[src/rtl/core/set_assoc_cache_tag_lookup_unit_assert.svh]
// Assertion macros for the cache tag lookup block.
// Each macro takes a label, clock, reset, antecedent, consequent and message.
`ifndef SET_ASSOC_CACHE_TAG_LOOKUP_UNIT_ASSERT_SVH
`define SET_ASSOC_CACHE_TAG_LOOKUP_UNIT_ASSERT_SVH
// Consequent checked in the same cycle as the antecedent.
`define SACL_ASSERT_NOW(label, clk, rst, ante, cons, msg) \
  label: assert property (@(posedge clk) disable iff (rst) (ante) |-> (cons)) \
    else $error(msg);
// Consequent checked in the cycle after the antecedent.
`define SACL_ASSERT_NEXT(label, clk, rst, ante, cons, msg) \
  label: assert property (@(posedge clk) disable iff (rst) (ante) |=> (cons)) \
    else $error(msg);
`endif

[src/rtl/core/sacl_pkg.sv]
// Shared types and constants for the cache tag lookup block.
// No dependencies.
package sacl_pkg;

  // Way numbers carried between modules are sized for the largest way count.
  localparam int WAY_IDX_W = 4;

  // Block offset register: width, reset value and the legal range.
  localparam int OFS_W = 4;
  localparam logic [OFS_W-1:0] OFS_RESET = 4'd6;
  localparam logic [OFS_W-1:0] OFS_MIN   = 4'd2;
  localparam logic [OFS_W-1:0] OFS_MAX   = 4'd12;

  // Lookup decision for one set.
  typedef struct packed {
    logic                 hit;    // a valid way matched
    logic                 flush;  // miss with every way valid
    logic [WAY_IDX_W-1:0] way;    // hit way, or way to fill
  } lookup_res_t;

endpackage

[src/rtl/core/sacl_way_match.sv]
// Tag compare and replacement pick for one set row.
// Depends on sacl_pkg (lookup_res_t, WAY_IDX_W).
module sacl_way_match #(
  parameter int NUM_WAYS = 4,
  parameter int TAG_W    = 23
) (
  input  logic [NUM_WAYS-1:0]       row_valid,
  input  logic [NUM_WAYS*TAG_W-1:0] row_tags,
  input  logic [TAG_W-1:0]          tag,
  output sacl_pkg::lookup_res_t     res
);

  always_comb begin
    logic                           any_hit;
    logic [sacl_pkg::WAY_IDX_W-1:0] hit_way;
    logic [sacl_pkg::WAY_IDX_W-1:0] free_way;
    any_hit  = 1'b0;
    hit_way  = '0;
    free_way = '0;
    // Walk downward so the lowest-numbered way wins.
    for (int w = NUM_WAYS - 1; w >= 0; w--) begin
      if (row_valid[w] && (row_tags[w*TAG_W +: TAG_W] == tag)) begin
        any_hit = 1'b1;
        hit_way = sacl_pkg::WAY_IDX_W'(w);
      end
      if (!row_valid[w]) begin
        free_way = sacl_pkg::WAY_IDX_W'(w);
      end
    end
    res.hit   = any_hit;
    res.flush = !any_hit && (&row_valid);
    res.way   = any_hit ? hit_way : (res.flush ? '0 : free_way);
  end

endmodule

[config.mk]
export PLATFORM = sky130hd
export DESIGN_NAME = sacl_way_match
export DESIGN_NICKNAME = d
export VERILOG_FILES = /design/src/rtl/core/set_assoc_cache_tag_lookup_unit_assert.svh /design/src/rtl/core/sacl_pkg.sv /design/src/rtl/core/sacl_way_match.sv
export SDC_FILE = /design/constraint.sdc
export NUM_CORES = 1
export LEC_CHECK = 0
export ABC_AREA = 1
export BUFFER_PORTS_ARGS = -buffer_cell sky130_fd_sc_hd__buf_2
export CAP_MARGIN = 10
export CORE_MARGIN = 2
export CORE_UTILIZATION = 40
export DETAILED_ROUTE_END_ITERATION = 8
export GPL_ROUTABILITY_DRIVEN = 0
export PLACE_DENSITY = 0.84
export SLEW_MARGIN = 10
export SYNTH_ARGS = -nofsm -noshare
export SYNTH_HDL_FRONTEND = slang
export SYNTH_SLANG_ARGS = --single-unit
[constraint.sdc]
create_clock -name vclk -period 0.9
set_input_delay 0.045 -clock vclk [all_inputs]
set_output_delay 0.045 -clock vclk [all_outputs]
set_load 0.02 [all_outputs]
==> results of run 1 <==
metal layers:
layer | track usage (%) | vias to the layer above | share of wire (%)
met4 | 7.13 | 0 | 2.6
met1 | 29.6 | 1270 | 38
li1 | - | 1558 | -
met2 | 52.0 | 132 | 51
met3 | 2.67 | 22 | 8.5
met5 | 0 | - | 0
per-stage QoR:
step | hold WS (ps) | instance area [sq um]
floorplan | 241 | 1840
global placement | 532 | 2530
detailed placement | 528 | 2530
CTS | 519 | 2750
global route | 529 | 3000
finish | 517 | 3000
final cells by class:
class / instances / area share, %
Inverter: 97 / 13.8
Multi-Input combinational cell: 356 / 54.2
Tap cell: 52 / 2.17
Timing Repair Buffer: 126 / 29.8
cell families (layout without fill, tap and decap cells):
logic type	count (synthesis)	after routing	share of synthesized area (%)
AND/OR/NAND/NOR	328	328	71.0
AO/OA/AOI/OAI	23	23	6.47
buffers and inverters	99	223	20.9
other	1	2	0.206
XOR/XNOR	3	3	1.45
what timing repair did:
item	in CTS	in global routing
endpoints found under the setup margin	4	4
setup buffers	0	0
pin swaps	44	64
gates resized for setup	71	82
power by group through the flow:
stage | logic (mW) | clock network, mW | registers, mW
2_1_floorplan | 0.547 | 0 | 0
3_3_place_gp | 1.02 | 0 | 0
3_5_place_dp | 1.04 | 0 | 0
4_1_cts | 1.14 | 0 | 0
5_1_grt | 1.44 | 0 | 0
6_report | 1.30 | 0 | 0
layout by cell type (no fill, tap or decap), types with 5 or more instances in the layout:
master and count:
inv_2 13, buf_8 8, inv_4 12, buf_6 28
nand2_1 220, o21ai_1 15, nand3_2 5, o21ai_2 7
inv_1 68, nor2_1 42, nand2_2 33, nor2_4 6
nor2_2 19, buf_2 86
path summary, 6_finish.rpt:
kind	to	slack, ps	from
hold / removal	res[4]	520	row_valid[0]
setup / recovery	res[0]	-300	tag[3]
==> results.json, run 1 <==
{
  "vias_per_cell": 4.73,
  "synth_top_cell_area_share_pct": 52.3,
  "vias_post_dr": 2982,
  "top_cell_type_by_total_area_after_synthesis": "nand2_1",
  "netlist_top_cells_count": "nand2_1 (253), inv_1 (73), nor2_1 (56)",
  "postLayoutCoreUtil_pct": 69.0,
  "netSwitchingPower_mw": 0.707,
  "seqCellArea_sq_um": 0,
  "intPower_mw": 0.594,
  "worst_ep_required_time_ps": 850,
  "outcome": "finished, violations left",
  "timing.setup.critical_path_class": "input pin to primary output",
  "path_delay_family": "simple AND/OR/NAND/NOR gates",
  "core-area_sq_um": 4350,
  "type_of_origin_of_the_critical_path": "input pin",
  "final-max-slew-violation-count": 0,
  "post-dp-hpwl_mm": 5.97,
  "wirelength_mm": 7.25,
  "p_comb_share_pct": 100.0,
  "port_buf_inserts": 123,
  "numPlacedInstances": 631,
  "post_drt_wl_per_cell_microns": 11.5,
  "power_per_cell_area_nw_per_um2": 433,
  "min_delay_path_depth": 4,
  "period_utilization_pct": 133,
  "setup_violations": 4,
  "ys_types": 15,
  "syn-instance-count": 454,
  "sw_frac_of_total_pct": 54.3,
  "finalPower_mw": 1.30,
  "chipHeight_microns": 71.4,
  "flow.area_growth_from_synthesis_pct": 65.3,
  "post-synth-top-count-cell": "nand2_1",
  "holdBufCountCts": 0,
  "nClkBuffers": 0,
  "max_freq_mhz": 836,
  "drv.max_cap_violation_count": 0,
  "antenna_found_initial": 0,
  "initial_utilization_pct": 41.7,
  "clock_network_fraction_of_design_power_pct": 0,
  "seq_power_share_pct": 0,
  "die_area_sq_um": 5100,
  "detailedRoute.firstPassIterationCount": 4,
  "hold_viol_final": 0,
  "timing.setup.tns_ps": -1090,
  "grt_first_pass_wirelength_mm": 11.1,
  "critical_path_cell_count": 14,
  "pre_cts_ws_ps": -370,
  "cpMostUsedCell": "nand2_1",
  "netlist_top_cells_area": "nand2_1 (52%), inv_1 (15%), nor2_1 (12%)",
  "route.antenna.remaining_nets": 0,
  "crit_path_cell_trace": "buf_8 -> inv_4 -> nand2_2 -> nand2_1 -> nor2_2 -> nand2_2 -> nor2_4 -> nand2_2 -> nor2_2 -> nand2_1 -> nand2_1 -> nand2_1 -> nand2_1 -> buf_6",
  "period_needed_ps": 1200,
  "num_rows": 24,
  "rsz0062_at_grt": "yes",
  "drc_errors": 0,
  "critical_path.slowest_cell": "nor2_4",
  "vdd_drop_max_mv": 0.238,
  "detailedRoute.firstIterationViolations": 132,
  "floorplan.io_pins": 125,
  "global_route.overflow_total": 0,
  "drive_gt1_share_pct": 39.0,
  "grt_max_degree": 7,
  "antennaDiodeCount": 0,
  "die_width_microns": 71.4,
  "grt_pass1_vias": 2773,
  "instances_no_fill": 631,
  "sequential_cell_count_of_the_final_layout": 0,
  "yosysWarningCount": 0,
  "worst-path-buf-inv": 3,
  "cellLeakagePower_nw": 1.97,
  "delay_of_the_slowest_cell_on_the_worst_path_ps": 140,
  "syn-cell-area_sq_um": 1820,
  "arrival_ps": 1150,
  "layout.nets": 700,
  "critPathMaxFanout": 5,
  "syn-mean-instance-area_sq_um": 4.00,
  "hold_class": "input pin to primary output",
  "global_route.usage.total_pct": 26.4,
  "multi_input_area_sq_um": 1630,
  "seq_area_frac_synth_pct": 0,
  "postLayoutSetupSlackWorst_ps": -296,
  "endpoint_type_of_the_worst_setup_path": "primary output",
  "violations": "setup timing",
  "filler_cell_count": 394
}
Note: power is estimated with default switching activity, not from simulation.
==> run 2: changes to the inputs <==
--- a/config.mk
+++ b/config.mk
@@ -12,6 +12,7 @@
 export CORE_UTILIZATION = 40
 export DETAILED_ROUTE_END_ITERATION = 8
 export GPL_ROUTABILITY_DRIVEN = 0
+export MAX_ROUTING_LAYER = met4
 export PLACE_DENSITY = 0.84
 export SLEW_MARGIN = 10
 export SYNTH_ARGS = -nofsm -noshare
==> results.json, run 2 (synthesized netlist as in run 1, its figures left out) <==
{
  "outcome": "finished, violations left",
  "violations": "setup timing",
  "antenna_found_initial": 0,
  "global_route.usage.total_pct": 27.1,
  "arrival_ps": 1150,
  "postLayoutSetupSlackWorst_ps": -297,
  "path_delay_family": "simple AND/OR/NAND/NOR gates",
  "floorplan.io_pins": 125,
  "flow.area_growth_from_synthesis_pct": 65.3,
  "worst_ep_required_time_ps": 850,
  "p_comb_share_pct": 100.0,
  "antennaDiodeCount": 0,
  "grt_max_degree": 7,
  "power_per_cell_area_nw_per_um2": 433,
  "delay_of_the_slowest_cell_on_the_worst_path_ps": 140,
  "max_freq_mhz": 836,
  "leading_cell_type_in_the_layout_fill_and_taps_excluded": "nand2_1",
  "hold_class": "input pin to primary output",
  "port_buf_inserts": 123,
  "type_of_origin_of_the_critical_path": "input pin",
  "cellLeakagePower_nw": 1.97,
  "sw_frac_of_total_pct": 54.3,
  "cpMostUsedCell": "nand2_1",
  "grt_pass1_vias": 2775,
  "die_area_sq_um": 5100,
  "post-cts-setup-buffer-count": 0,
  "holdBufCountCts": 0,
  "route.antenna.remaining_nets": 0,
  "finalPower_mw": 1.30,
  "post-dp-hpwl_mm": 5.97,
  "period_needed_ps": 1200,
  "setup_violations": 4,
  "netSwitchingPower_mw": 0.707,
  "grt_first_pass_wirelength_mm": 11.1,
  "period_utilization_pct": 133,
  "drv.max_cap_violation_count": 0,
  "endpoint_type_of_the_worst_setup_path": "primary output",
  "crit_path_cell_trace": "buf_8 -> inv_4 -> nand2_2 -> nand2_1 -> nor2_2 -> nand2_2 -> nor2_4 -> nand2_2 -> nor2_2 -> nand2_1 -> nand2_1 -> nand2_1 -> nand2_1 -> buf_6",
  "drc_errors": 0,
  "timing.setup.critical_path_class": "input pin to primary output",
  "global_route.overflow_total": 0,
  "num_rows": 24,
  "detailedRoute.firstPassIterationCount": 4,
  "worst-path-buf-inv": 3,
  "critical_path.slowest_cell": "nor2_4",
  "final-max-slew-violation-count": 0,
  "layout.nets": 700,
  "detailedRoute.firstIterationViolations": 131,
  "drive_gt1_share_pct": 39.0,
  "seqCellArea_sq_um": 0,
  "postLayoutCoreUtil_pct": 69.0,
  "vias_post_dr": 2991,
  "initial_utilization_pct": 41.7,
  "core-area_sq_um": 4350,
  "seq_power_share_pct": 0,
  "hold_viol_final": 0,
  "layout_common_cells": "nand2_1 (220), buf_2 (86), inv_1 (68)",
  "vias_per_cell": 4.74,
  "hold-worst-slack_ps": 517,
  "die_width_microns": 71.4,
  "nClkBuffers": 0,
  "vdd_drop_max_mv": 0.238,
  "chipHeight_microns": 71.4,
  "sequential_cell_count_of_the_final_layout": 0,
  "wirelength_mm": 7.24,
  "critPathMaxFanout": 5,
  "clock_network_fraction_of_design_power_pct": 0,
  "intPower_mw": 0.594,
  "rsz0062_at_grt": "yes",
  "post_drt_wl_per_cell_microns": 11.5
}
==> run 2: final cells by class <==
type | count | area [sq um]
tap | 52 | 65.1
timing repair buffer | 126 | 896
inverter | 97 | 414
fill | 394 | 1350
multi-input combinational | 356 | 1630
==> run 2: routing by layer <==
metal	wire length (microns)	part of all wire (%)	GRT usage, %
met1	2750	38	29.7
met3	621	8.6	2.39
met2	3660	51	52.0
met5	0	0	-
met4	208	2.9	7.13
==> run 2: power by group through the flow <==
| stage | Sequential (mW) | Combinational, mW | Clock (mW) |
|---|---|---|---|
| 3_5_place_dp | 0 | 1.04 | 0 |
| 5_1_grt | 0 | 1.44 | 0 |
| 6_report | 0 | 1.30 | 0 |
| 2_1_floorplan | 0 | 0.547 | 0 |
| 3_3_place_gp | 0 | 1.02 | 0 |
| 4_1_cts | 0 | 1.14 | 0 |
==> run 2: through the flow <==
| step | std cells | cell area [sq um] | setup TNS (ps) | setup WS, ps |
|---|---|---|---|---|
| 6_report | 631 | 3000 | -1090 | -297 |
| 5_1_grt | 631 | 3000 | -1340 | -376 |
| 4_1_cts | 631 | 2750 | -927 | -258 |
| 3_5_place_dp | 631 | 2530 | -1340 | -370 |
| 3_3_place_gp | 631 | 2530 | -1230 | -357 |
| 2_1_floorplan | 455 | 1840 | -2.46 | -2.46 |
==> run 2: what timing repair did <==
item                       4_1_cts  5_1_grt
pin swaps                       44       64
gates resized for setup         71       82
setup endpoints to repair        4        4
==> run 2: worst paths after layout <==
check               startpoint  endpoint  slack, ps  depth (start not counted)
hold / removal    row_valid[0]    res[4]        520                          4
setup / recovery        tag[3]    res[0]       -300                         14
